[src/rtl/core/phc_pkg.sv]
package phc_pkg;

    // Widths of the body stream and of the checksum
    localparam int WORD_W     = 16;
    localparam int NBYTE_W    = 2;
    localparam int ADDR_HALF_W = 64;
    localparam int PROTO_W    = 8;

    // Widest body length counter; the length enters the sum as two words
    localparam int LEN_EXT_W       = 32;
    localparam int LENGTH_BITS_DEF = 32;

    // Configuration port
    localparam int CFG_IDX_W  = 3;
    localparam int CFG_DATA_W = 64;

    typedef logic [CFG_IDX_W-1:0] t_cfg_idx;

    localparam t_cfg_idx CFG_IS_IPV6   = 3'd0;
    localparam t_cfg_idx CFG_PROTOCOL  = 3'd1;
    localparam t_cfg_idx CFG_SRC_HIGH  = 3'd2;
    localparam t_cfg_idx CFG_SRC_LOW   = 3'd3;
    localparam t_cfg_idx CFG_DST_HIGH  = 3'd4;
    localparam t_cfg_idx CFG_DST_LOW   = 3'd5;

    // Address family code (AF_INET selects the IPv4 pseudo-header)
    localparam logic FAM_INET = 1'b0;

    localparam logic [WORD_W-1:0] WORD_MASK = 16'hFFFF;
    localparam logic [WORD_W-1:0] HIGH_BYTE_MASK = 16'hFF00;

    // Byte counts of one body word
    localparam logic [NBYTE_W-1:0] NB_NONE = 2'd0;
    localparam logic [NBYTE_W-1:0] NB_ONE  = 2'd1;
    localparam logic [NBYTE_W-1:0] NB_TWO  = 2'd2;

    // Plain sum of the four 16-bit words of a 64-bit value
    localparam int QUAD_SUM_W = WORD_W + 2;

    function automatic logic [QUAD_SUM_W-1:0] quad_sum(input logic [ADDR_HALF_W-1:0] v);
        quad_sum = QUAD_SUM_W'(v[63:48]) + QUAD_SUM_W'(v[47:32])
                 + QUAD_SUM_W'(v[31:16]) + QUAD_SUM_W'(v[15:0]);
    endfunction

endpackage

[src/rtl/core/phc_ifs.sv]
// Body word channel
interface phc_in_if;
    logic                               valid;
    logic                               ready;
    logic [phc_pkg::WORD_W-1:0]         data_word;
    logic [phc_pkg::NBYTE_W-1:0]        byte_valid;
    logic                               last;

    modport source (output valid, data_word, byte_valid, last, input ready);
    modport sink   (input valid, data_word, byte_valid, last, output ready);
endinterface

// Checksum result channel
interface phc_out_if;
    logic                               valid;
    logic                               ready;
    logic [phc_pkg::WORD_W-1:0]         checksum;

    modport source (output valid, checksum, input ready);
    modport sink   (input valid, checksum, output ready);
endinterface

// Register write channel
interface phc_cfg_if;
    logic                               valid;
    logic                               ready;
    logic [phc_pkg::CFG_IDX_W-1:0]      index;
    logic [phc_pkg::CFG_DATA_W-1:0]     data;

    modport source (output valid, index, data, input ready);
    modport sink   (input valid, index, data, output ready);
endinterface

[src/rtl/core/phc_cfg_regs.sv]
module phc_cfg_regs (
    input  logic                        i_clk,
    input  logic                        i_rst_n,
    phc_cfg_if.sink                     i_cfg,
    output logic [phc_pkg::WORD_W-1:0]  o_hdr_sum
);

    localparam int PART_W = phc_pkg::QUAD_SUM_W;
    localparam int HSUM_W = PART_W + 3;

    logic                                   r_is_ipv6;
    logic [phc_pkg::PROTO_W-1:0]            r_proto;
    logic [phc_pkg::ADDR_HALF_W-1:0]        r_src_hi;
    logic [phc_pkg::ADDR_HALF_W-1:0]        r_src_lo;
    logic [phc_pkg::ADDR_HALF_W-1:0]        r_dst_hi;
    logic [phc_pkg::ADDR_HALF_W-1:0]        r_dst_lo;

    logic [PART_W-1:0]                      r_part [4];
    logic [PART_W-1:0]                      n_part [4];
    logic [phc_pkg::PROTO_W-1:0]            r_part_proto;
    logic [phc_pkg::WORD_W-1:0]             r_hdr;
    logic [phc_pkg::WORD_W-1:0]             n_hdr;

    logic [HSUM_W-1:0]                      hsum;
    logic [phc_pkg::WORD_W:0]               hfold;

    assign i_cfg.ready = 1'b1;

    // Register writes
    always_ff @(posedge i_clk) begin
        if (!i_rst_n) begin
            r_is_ipv6 <= phc_pkg::FAM_INET;
            r_proto   <= '0;
            r_src_hi  <= '0;
            r_src_lo  <= '0;
            r_dst_hi  <= '0;
            r_dst_lo  <= '0;
        end else if (i_cfg.valid) begin
            case (i_cfg.index)
                phc_pkg::CFG_IS_IPV6:  r_is_ipv6 <= i_cfg.data[0];
                phc_pkg::CFG_PROTOCOL: r_proto   <= i_cfg.data[phc_pkg::PROTO_W-1:0];
                phc_pkg::CFG_SRC_HIGH: r_src_hi  <= i_cfg.data;
                phc_pkg::CFG_SRC_LOW:  r_src_lo  <= i_cfg.data;
                phc_pkg::CFG_DST_HIGH: r_dst_hi  <= i_cfg.data;
                phc_pkg::CFG_DST_LOW:  r_dst_lo  <= i_cfg.data;
                default: ;
            endcase
        end
    end

    // First stage: per-register word sums; IPv4 uses only the low 32 bits
    always_comb begin
        if (r_is_ipv6 == phc_pkg::FAM_INET) begin
            n_part[0] = '0;
            n_part[1] = PART_W'(r_src_lo[31:16]) + PART_W'(r_src_lo[15:0]);
            n_part[2] = '0;
            n_part[3] = PART_W'(r_dst_lo[31:16]) + PART_W'(r_dst_lo[15:0]);
        end else begin
            n_part[0] = phc_pkg::quad_sum(r_src_hi);
            n_part[1] = phc_pkg::quad_sum(r_src_lo);
            n_part[2] = phc_pkg::quad_sum(r_dst_hi);
            n_part[3] = phc_pkg::quad_sum(r_dst_lo);
        end
    end

    // Second stage: add partials and protocol, fold end-around carries
    always_comb begin
        hsum  = HSUM_W'(r_part[0]) + HSUM_W'(r_part[1]) + HSUM_W'(r_part[2])
              + HSUM_W'(r_part[3]) + HSUM_W'(r_part_proto);
        hfold = (phc_pkg::WORD_W+1)'(hsum[phc_pkg::WORD_W-1:0])
              + (phc_pkg::WORD_W+1)'(hsum[HSUM_W-1:phc_pkg::WORD_W]);
        n_hdr = hfold[phc_pkg::WORD_W-1:0] + phc_pkg::WORD_W'(hfold[phc_pkg::WORD_W]);
    end

    always_ff @(posedge i_clk) begin
        if (!i_rst_n) begin
            r_part[0]    <= '0;
            r_part[1]    <= '0;
            r_part[2]    <= '0;
            r_part[3]    <= '0;
            r_part_proto <= '0;
            r_hdr        <= '0;
        end else begin
            r_part       <= n_part;
            r_part_proto <= r_proto;
            r_hdr        <= n_hdr;
        end
    end

    assign o_hdr_sum = r_hdr;

endmodule

[src/rtl/core/phc_body_acc.sv]
module phc_body_acc #(
    parameter int LENGTH_BITS = phc_pkg::LENGTH_BITS_DEF
) (
    input  logic                        i_clk,
    input  logic                        i_rst_n,
    input  logic [phc_pkg::WORD_W-1:0]  i_hdr_sum,
    phc_in_if.sink                      i_in,
    phc_out_if.source                   o_res
);

    localparam int W  = phc_pkg::WORD_W;
    localparam int FW = W + 2;

    // Input register
    logic                   r_in_valid;
    logic [W-1:0]           r_in_word;
    logic [phc_pkg::NBYTE_W-1:0] r_in_nb;
    logic                   r_in_last;

    // Running state
    logic [W-1:0]           r_sum;
    logic [LENGTH_BITS-1:0] r_len;

    // Snapshot of a finished packet
    logic                   r_fin_valid;
    logic [W-1:0]           r_fin_sum;
    logic [LENGTH_BITS-1:0] r_fin_len;

    // Output register
    logic                   r_out_valid;
    logic [W-1:0]           r_out_csum;

    logic                   out_free;
    logic                   fin_adv;
    logic                   fin_free;
    logic                   in_adv;
    logic                   in_take;

    logic [W-1:0]           in_word_m;
    logic [phc_pkg::NBYTE_W-1:0] in_nb_s;

    logic [W:0]             acc_s;
    logic [W-1:0]           n_sum;
    logic [LENGTH_BITS:0]   len_s;
    logic [LENGTH_BITS-1:0] n_len;

    logic [phc_pkg::LEN_EXT_W-1:0] len_ext;
    logic [FW-1:0]          fsum;
    logic [W:0]             ffold;
    logic [W-1:0]           n_csum;

    // Handshake: non-last words never wait on the result side
    assign out_free    = !r_out_valid || o_res.ready;
    assign fin_adv     = r_fin_valid && out_free;
    assign fin_free    = !r_fin_valid || fin_adv;
    assign in_adv      = r_in_valid && (!r_in_last || fin_free);
    assign i_in.ready  = !r_in_valid || in_adv;
    assign in_take     = i_in.valid && i_in.ready;

    // Byte count clamp and byte masking at entry
    always_comb begin
        case (i_in.byte_valid)
            phc_pkg::NB_NONE: begin
                in_nb_s   = phc_pkg::NB_NONE;
                in_word_m = '0;
            end
            phc_pkg::NB_ONE: begin
                in_nb_s   = phc_pkg::NB_ONE;
                in_word_m = i_in.data_word & phc_pkg::HIGH_BYTE_MASK;
            end
            default: begin
                in_nb_s   = phc_pkg::NB_TWO;
                in_word_m = i_in.data_word;
            end
        endcase
    end

    always_ff @(posedge i_clk) begin
        if (!i_rst_n) begin
            r_in_valid <= 1'b0;
        end else if (in_take) begin
            r_in_valid <= 1'b1;
        end else if (in_adv) begin
            r_in_valid <= 1'b0;
        end
    end

    always_ff @(posedge i_clk) begin
        if (in_take) begin
            r_in_word <= in_word_m;
            r_in_nb   <= in_nb_s;
            r_in_last <= i_in.last;
        end
    end

    // End-around add and saturating byte count
    always_comb begin
        acc_s = (W+1)'(r_sum) + (W+1)'(r_in_word);
        n_sum = acc_s[W-1:0] + W'(acc_s[W]);
        len_s = (LENGTH_BITS+1)'(r_len) + (LENGTH_BITS+1)'(r_in_nb);
        n_len = len_s[LENGTH_BITS] ? '1 : len_s[LENGTH_BITS-1:0];
    end

    always_ff @(posedge i_clk) begin
        if (!i_rst_n) begin
            r_sum <= '0;
            r_len <= '0;
        end else if (in_adv) begin
            if (r_in_last) begin
                r_sum <= '0;
                r_len <= '0;
            end else begin
                r_sum <= n_sum;
                r_len <= n_len;
            end
        end
    end

    always_ff @(posedge i_clk) begin
        if (!i_rst_n) begin
            r_fin_valid <= 1'b0;
        end else if (in_adv && r_in_last) begin
            r_fin_valid <= 1'b1;
        end else if (fin_adv) begin
            r_fin_valid <= 1'b0;
        end
    end

    always_ff @(posedge i_clk) begin
        if (in_adv && r_in_last) begin
            r_fin_sum <= n_sum;
            r_fin_len <= n_len;
        end
    end

    // Add pseudo-header and length words, fold, complement
    always_comb begin
        len_ext = phc_pkg::LEN_EXT_W'(r_fin_len);
        fsum    = FW'(r_fin_sum) + FW'(i_hdr_sum)
                + FW'(len_ext[31:16]) + FW'(len_ext[15:0]);
        ffold   = (W+1)'(fsum[W-1:0]) + (W+1)'(fsum[FW-1:W]);
        n_csum  = ~(ffold[W-1:0] + W'(ffold[W]));
    end

    always_ff @(posedge i_clk) begin
        if (!i_rst_n) begin
            r_out_valid <= 1'b0;
        end else if (fin_adv) begin
            r_out_valid <= 1'b1;
        end else if (o_res.ready) begin
            r_out_valid <= 1'b0;
        end
    end

    always_ff @(posedge i_clk) begin
        if (fin_adv) begin
            r_out_csum <= n_csum;
        end
    end

    assign o_res.valid    = r_out_valid;
    assign o_res.checksum = r_out_csum;

endmodule

[src/rtl/core/pseudo_header_checksum_core.sv]
// TCP/UDP checksum over an IPv4 or IPv6 pseudo-header and a streamed body.
// Body words (big-endian, first byte in bits 15:8) are taken one per clock with
// no gaps needed, except that a last word waits while a held result fills the
// snapshot and output registers; the body sum is a single 16-bit end-around add
// per word, which sets that rate. A word with one valid byte counts as its high
// byte; a byte count of three counts as two. The word flagged last closes the
// packet: its checksum passes the snapshot and output registers, while the next
// packet's words keep flowing in. The byte length saturates at 2^LENGTH_BITS-1.
// The register port is always ready; the pseudo-header sum trails a write through
// registered stages, so write registers only while no packet is in flight.
module pseudo_header_checksum_core #(
    parameter int LENGTH_BITS = phc_pkg::LENGTH_BITS_DEF
) (
    input  logic        i_clk,
    input  logic        i_rst_n,
    phc_in_if.sink      i_in,
    phc_out_if.source   o_res,
    phc_cfg_if.sink     i_cfg
);

    logic [phc_pkg::WORD_W-1:0] hdr_sum;

    // Configuration registers and pseudo-header sum
    phc_cfg_regs u_cfg (
        .i_clk     (i_clk),
        .i_rst_n   (i_rst_n),
        .i_cfg     (i_cfg),
        .o_hdr_sum (hdr_sum)
    );

    // Body accumulator and result register
    phc_body_acc #(
        .LENGTH_BITS (LENGTH_BITS)
    ) u_body (
        .i_clk     (i_clk),
        .i_rst_n   (i_rst_n),
        .i_hdr_sum (hdr_sum),
        .i_in      (i_in),
        .o_res     (o_res)
    );

endmodule
[src/flat_wrapper.sv]
// flat-port wrapper written by rule: the top's interface ports become plain ports
module pseudo_header_checksum_core_flat 
#(
    parameter int LENGTH_BITS = phc_pkg::LENGTH_BITS_DEF
)
  (i_clk, i_rst_n, i_in_valid, i_in_data_word, i_in_byte_valid, i_in_last, i_in_ready, o_res_valid, o_res_checksum, o_res_ready, i_cfg_valid, i_cfg_index, i_cfg_data, i_cfg_ready);
  phc_in_if i_in_i ();
  phc_out_if o_res_i ();
  phc_cfg_if i_cfg_i ();
  input  logic i_clk;
  input  logic i_rst_n;
  input wire logic [$bits(i_in_i.valid)-1:0] i_in_valid;
  input wire logic [$bits(i_in_i.data_word)-1:0] i_in_data_word;
  input wire logic [$bits(i_in_i.byte_valid)-1:0] i_in_byte_valid;
  input wire logic [$bits(i_in_i.last)-1:0] i_in_last;
  output wire logic [$bits(i_in_i.ready)-1:0] i_in_ready;
  output wire logic [$bits(o_res_i.valid)-1:0] o_res_valid;
  output wire logic [$bits(o_res_i.checksum)-1:0] o_res_checksum;
  input wire logic [$bits(o_res_i.ready)-1:0] o_res_ready;
  input wire logic [$bits(i_cfg_i.valid)-1:0] i_cfg_valid;
  input wire logic [$bits(i_cfg_i.index)-1:0] i_cfg_index;
  input wire logic [$bits(i_cfg_i.data)-1:0] i_cfg_data;
  output wire logic [$bits(i_cfg_i.ready)-1:0] i_cfg_ready;
  assign i_in_i.valid = i_in_valid;
  assign i_in_i.data_word = i_in_data_word;
  assign i_in_i.byte_valid = i_in_byte_valid;
  assign i_in_i.last = i_in_last;
  assign i_in_ready = i_in_i.ready;
  assign o_res_valid = o_res_i.valid;
  assign o_res_checksum = o_res_i.checksum;
  assign o_res_i.ready = o_res_ready;
  assign i_cfg_i.valid = i_cfg_valid;
  assign i_cfg_i.index = i_cfg_index;
  assign i_cfg_i.data = i_cfg_data;
  assign i_cfg_ready = i_cfg_i.ready;
  pseudo_header_checksum_core #(.LENGTH_BITS(LENGTH_BITS)) u_core (.i_clk(i_clk), .i_rst_n(i_rst_n), .i_in(i_in_i), .o_res(o_res_i), .i_cfg(i_cfg_i));
endmodule
[config.mk]
export PLATFORM = sky130hd
export DESIGN_NAME = pseudo_header_checksum_core_flat
export DESIGN_NICKNAME = d
export VERILOG_FILES = /design/src/rtl/core/phc_pkg.sv /design/src/rtl/core/phc_ifs.sv /design/src/rtl/core/phc_cfg_regs.sv /design/src/rtl/core/phc_body_acc.sv /design/src/rtl/core/pseudo_header_checksum_core.sv /design/src/flat_wrapper.sv
export SDC_FILE = /design/constraint.sdc
export NUM_CORES = 2
export LEC_CHECK = 0
export BUFFER_PORTS_ARGS = -buffer_cell sky130_fd_sc_hd__buf_4
export CORE_ASPECT_RATIO = 1.75
export CORE_UTILIZATION = 25
export DETAILED_ROUTE_END_ITERATION = 8
export PLACE_DENSITY = 0.5
export SYNTH_ARGS = -nofsm -noshare
export SYNTH_HDL_FRONTEND = slang
export SYNTH_SLANG_ARGS = --single-unit
export TNS_END_PERCENT = 1
[constraint.sdc]
create_clock -name i_clk -period 15 [get_ports i_clk]
set_input_delay 2.25 -clock i_clk [delete_from_list [all_inputs] [get_ports i_clk]]
set_output_delay 2.25 -clock i_clk [all_outputs]
set_load 0.1 [all_outputs]
* Yosys cells after proc, flatten, opt, wreduce, memory -nomap -nowiden
Cells that the tools add are included.
** Word-level totals
- Register bits after elaboration :: 495
- Input port bits :: 91
- Output and inout bits :: 19
- Logic and storage cells :: 94
** Cells by class
- $add $sub $neg :: 28
- Eq/ne operators :: 6
- Mux-type cells :: 12
- Bitwise logic cells :: 1
- Reduce and logical (&&, ||, !) cells :: 24
** Operators by type and width (count)
- adder 16 x 16 -> 17 bit :: 8
- adder 17 x 16 -> 18 bit :: 5
- adder 18 x 16 -> 18 bit :: 5
- two-way mux 32 bit :: 2
- two-way mux 54 bit :: 1
- adder 16 x 1 -> 16 bit :: 3
- adder 32 x 2 -> 33 bit :: 1
- case mux 16 bit (2 select lines) :: 1
- adder 20 x 18 -> 21 bit :: 1
- adder 21 x 8 -> 21 bit :: 1
- adder 19 x 18 -> 20 bit :: 1
- adder 18 x 18 -> 19 bit :: 1
- adder 16 x 2 -> 17 bit :: 1
- adder 16 x 5 -> 17 bit :: 1
- two-way mux 16 bit :: 1
- inverter 16 bit :: 1
- AND reduction 2 bit :: 7
- equality test 3 x 2 -> 1 bit (second input constant) :: 2
- equality test 3 bit (second input constant) :: 2
- two-way mux 1 bit :: 6
- nonzero test 2 bit :: 3
- logical AND 1 bit :: 4
- logical NOT 1 bit :: 4
- logical OR 1 bit :: 4
- other kinds (5) :: 5

* Logic depth before layout (Yosys ltp)
- Depth after elaboration :: 9
- Gate-level depth with buffers :: 35
- Depth with buffers taken out :: 35

* Hierarchy
From an unflattened synthesis, not the netlist that was laid out.
** Unflattened totals
- Cell total of the unflattened synthesis :: 3361
- Area total of the unflattened synthesis :: 30187.7 sq um
** By module, submodules not included
- phc_cfg_regs :: instances 1, cells an instance 2443, area an instance 21236.6 sq um, seq. area each 7226.9 sq um
- phc_body_acc :: instances 1, cells an instance 918, area an instance 8951.1 sq um, seq. area each 3513.4 sq um

* Least setup slack after synthesis
No wires, ideal clock.
- Path type :: register to register
- Start point :: reg u_core.u_cfg.r_part[2] (netlist name)
- End point :: reg u_core.u_cfg.r_hdr, in the netlist u_core.u_cfg.o_hdr_sum[15]
- Setup time :: 70 ps
- Arrival time :: 6832 ps
- Data required time :: 14930 ps
- Path slack :: 8097 ps
- Stages on the path, launching flop included :: 33
- Path buffers :: 0
- Clock period less this slack :: 6903 ps
- Cell sequence :: dfxtp_1 inv_1 fa_1 inv_1 fa_1 inv_1 fa_1 inv_1 ha_1 a21oi_1 nor2_1 nor4b_1 nor2_1 o221ai_1 a21oi_1 o21ai_0 a21oi_1 or4b_2 nand3_1 ha_1 a21o_1 a21oi_1 nor2b_1 o211a_1 and3_1 and3_1 ha_1 nand3_1 or2_2 a21oi_1 o211ai_1 or4_1 a21oi_1
** Between the ends
- Word-level cells in the longest chain between the ends :: 4
** Ends and longest elaborated chain
- from (decl) :: line phc_cfg_regs.sv:18 : logic [PART_W-1:0] r_part [4];
- from (signal assigned) :: line phc_cfg_regs.sv:84 : r_part <= n_part;
- adder 20 x 18 -> 21 bit :: line phc_cfg_regs.sv:69 : + HSUM_W'(r_part[3]) + HSUM_W'(r_part_proto);
- adder 21 x 8 -> 21 bit :: line phc_cfg_regs.sv:69
- adder 16 x 5 -> 17 bit :: line phc_cfg_regs.sv:71 : + (phc_pkg::WORD_W+1)'(hsum[HSUM_W-1:phc_pkg::WORD_W]);
- adder 16 x 1 -> 16 bit :: line phc_cfg_regs.sv:72 : n_hdr = hfold[phc_pkg::WORD_W-1:0] + phc_pkg::WORD_W'(hfold[phc_pkg::WORD_W]);
- to (signal assigned) :: line phc_cfg_regs.sv:86 : r_hdr <= n_hdr;
- to (decl) :: line phc_cfg_regs.sv:21 : logic [phc_pkg::WORD_W-1:0] r_hdr;
Every way passes these cells.
A chain may end at the register's enable or synchronous reset.

* Worst setup path in the final report
Same ends and word-level chain as after synthesis.

==> summary.md <==
| Metric | Value |
|---|---|
| Status | `complete, but fails checks` |
| Violated checks | `design-rule violations` |
| Setup crit end kind | `flip-flop` |
| Pwr dens | `97.8 mW/mm^2` |
| TNS Setup | `0 ps` |
| Gate Count Post-Synth | `3210` |
| Placed insts | `4709` |
| Area of the die | `0.118 mm^2` |
| Crit path top cell by count | `a21oi_1` |
| PostCTS Resize Cnt | `0` |
| Total gr overflow | `0` |
| Slew @ Worst Pin | `1200 ps` |
| FP Rows | `165` |
| Req. time, crit path | `15510 ps` |
| Async SR Flop Fraction | `0%` |
| Finished Layout Cells | `4812` |
| WS Path Type | `reg2reg` |
| RSZ-0062 raised after global routing | `no` |
| Synth Net Count | `3689` |
| CP peak stage delay | `630 ps` |
| Cell area after placement | `0.0316 mm^2` |
| 1st-pass router iterations | `7` |
| Worst R2R Path Depth | `32` |
| Seq/Total Area, Yosys | `36.7%` |
| Worst hold start | `u_core.u_cfg.r_proto[3]` |
| Hold-fix buffers, CTS | `0` |
| Smallest hold slack | `451 ps` |
| Skew final | `54.0 ps` |
| Synthesized area | `0.0292 mm^2` |
| RePlAce Congestion | `0.880` |
| Synth top area share | `28.2%` |
| Sink Count | `495` |
| Ranking of synthesized cells by area | `dfxtp_1 28%, fa_1 14%, edfxtp_1 8.5%, nand2_1 8.2%, ha_1 7.7%` |
| IO Pins | `110` |
| Max IR drop VDD | `0.0000867 V` |
| Flops & latches, synth | `495` |
| Cell taking the most area after synthesis | `dfxtp_1` |
| Clock Latency Late Sink | `630 ps` |
| Post-CTS Setup Inserts | `0` |
| Crit-path slowest cell | `or4b_2` |
| CTS Buffer Depth | `3` |
| Commonest cells post-synth | `642 x nand2_1, 412 x dfxtp_1, 379 x a21oi_1` |
| First-pass GRT wire length | `133000 um` |
| Count of different cell masters after synthesis | `88` |
| Worst flop-to-flop path startpoint | `u_core.u_cfg.r_part[2]` |
| Avg Cell Area, Syn | `9.11 um^2` |
| Setup crit start kind | `flip-flop` |
| Yosys warning total | `0` |
| H-tree levels | `2` |
| CP Max Fanout | `4` |
| Initial core utilization | `25.2%` |
| Post-layout min period | `7800 ps` |
| Fill count | `12.3k` |
| Reg clk slew, reported paths | `60 ps` |
| Number of CTS-inserted buffers | `53` |
| Hold EP | `u_core.u_cfg.r_proto[3]` |
| Worst r2r dst | `u_core.u_cfg.o_hdr_sum[15]` |
| Fin area | `0.0336 mm^2` |
| EDFF count, synth | `83` |
| Antenna violations before repair | `4` |
| Residual DRC | `28` |
| Hold crit path type | `reg2reg` |
| Via/cell ratio | `4.57` |
| Main synth FF type | `dfxtp_1` |
| Fmax achieved | `128 MHz` |
| I/O Buffers | `108` |
| # setup viols final | `0` |
| Final Hold Fails | `0` |
| Pin count of the biggest net entering global routing | `136` |
| Total of max-cap violations | `0` |
| Total GRT Usage | `14.6%` |
| Die Span X | `261 um` |
| DR iter-0 viols | `1092` |
| Cell with the most instances after synthesis | `nand2_1` |
| Max Slew Vio Count | `0` |
| Root Buffer | `clkbuf_16` |
| Slew headroom | `19.6%` |
| Hold path depth | `2` |
| TritonCTS clock tree | `yes` |
| Vias in the first global route | `23.0k` |
| Core Box Area | `0.116 mm^2` |
| Static Leakage | `13.7 nW` |
| R2r setup slk | `7200 ps` |
| Nets | `3740` |
| CP arrival | `8320 ps` |
| Area grow syn2layout | `15.0%` |
| Share of layout cells above drive strength 1 | `8.59%` |
| Detail Route Antenna Nets | `0` |
| Routed vias | `22.0k` |
| Final WL | `85700 um` |
| Setup ws final | `7200 ps` |
| Pre-CTS setup slack | `7260 ps` |
| Per-cell routed wire length | `17.8 um` |
| HPWL Detailed | `67000 um` |
| Final period utilization | `52.0%` |
| Die Ht | `454 um` |
## layout make-up
class	instances	area (um^2)	share of cell area, %
Antenna cell	4	10.0	0.0298
Sequential cell	495	10700	31.9
Clock buffer	69	1560	4.64
Clock inverter	30	470	1.40
Inverter	165	627	1.86
Timing Repair Buffer	128	961	2.86
Multi-Input combinational cell	2418	17400	51.7
Tap cell	1503	1880	5.59
## routing by layer
metal  vias up  wire length, um  GRT usage (%)  share of wire (%)
li1      10900                -              -                  -
met1     10500            32600           15.3                 38
met2       402            47000           28.9                 55
met3       139             2280           1.40                2.7
met4         0             3900           6.51                4.6
met5         -                0              0                  0
## cells by family after synthesis
| group | synth area share [%] |
|---|---|
| buffers and inverters | 3.97 |
| multiplexers | 0.608 |
| AND/OR/NAND/NOR | 18.3 |
| adder cells (fa/ha/maj) | 22.0 |
| AO/OA/AOI/OAI | 13.2 |
| other | 0.0128 |
| XOR/XNOR | 5.24 |
| flip-flops | 36.7 |
## worst max-delay path: cells and delay by family, from the launching register on
kind / cells / cell delay, ps
adder cells (fa/ha/maj): 6 / 2210
AO/OA/AOI/OAI: 11 / 2000
buffers and inverters: 4 / 210
AND/OR/NAND/NOR: 11 / 2950
flip-flops: 1 / 310
## sequential cells by signal, indices dropped and copies added (netlist names), 2 cells and up
register / flops
u_core.u_cfg.r_part: 72
u_core.u_cfg.r_dst_hi: 64
u_core.u_cfg.r_dst_lo: 64
u_core.u_cfg.r_src_hi: 64
u_core.u_cfg.r_src_lo: 64
u_core.u_body.len_ext: 32
u_core.u_body.r_len: 32
u_core.u_body.o_res.checksum: 16
u_core.u_body.r_fin_sum: 16
u_core.u_body.r_in_word: 16
u_core.u_body.r_sum: 16
u_core.u_cfg.o_hdr_sum: 16
u_core.u_cfg.r_part_proto: 8
u_core.u_cfg.r_proto: 8
u_core.u_body.r_in_nb: 2
## worst max path at each step
stage                            from                          to
5_1_grt        u_core.u_cfg.r_part[2]  u_core.u_cfg.o_hdr_sum[15]
3_5_place_dp   u_core.u_cfg.r_part[2]  u_core.u_cfg.o_hdr_sum[15]
3_3_place_gp   u_core.u_cfg.r_part[2]  u_core.u_cfg.o_hdr_sum[15]
4_1_cts        u_core.u_cfg.r_part[2]  u_core.u_cfg.o_hdr_sum[15]
6_report       u_core.u_cfg.r_part[2]  u_core.u_cfg.o_hdr_sum[15]
2_1_floorplan  u_core.u_cfg.r_part[2]  u_core.u_cfg.o_hdr_sum[15]
## report_power, final
group          switching, mW  internal [mW]  total, mW
clock                  0.596          0.913       1.51
combinational          0.235          0.136      0.371
sequential            0.0236           1.38       1.41
## metrics by stage
| stage | util, % | total power, mW |
|---|---|---|
| 2_1_floorplan | - | 1.68 |
| 3_3_place_gp | 27.3 | 1.81 |
| 3_5_place_dp | 27.3 | 1.81 |
| 4_1_cts | 29.0 | 3.34 |
| 5_1_grt | 29.0 | 3.43 |
| 6_report | 29.0 | 3.29 |
## cells in the final DEF, fill, tap and decap left out, types with 54 or more instances in the layout
| cell | Yosys | layout |
|---|---|---|
| xor2_1 | 82 | 82 |
| inv_1 | 165 | 164 |
| o21ai_0 | 72 | 72 |
| nand2_1 | 642 | 641 |
| nor2_1 | 205 | 201 |
| xnor2_1 | 91 | 91 |
| fa_1 | 209 | 209 |
| edfxtp_1 | 83 | 83 |
| clkbuf_16 | 0 | 56 |
| nand3_1 | 56 | 54 |
| buf_4 | 1 | 128 |
| dfxtp_1 | 412 | 411 |
| a21oi_1 | 379 | 379 |
| ha_1 | 179 | 179 |
(Power assumes the default switching activity.)
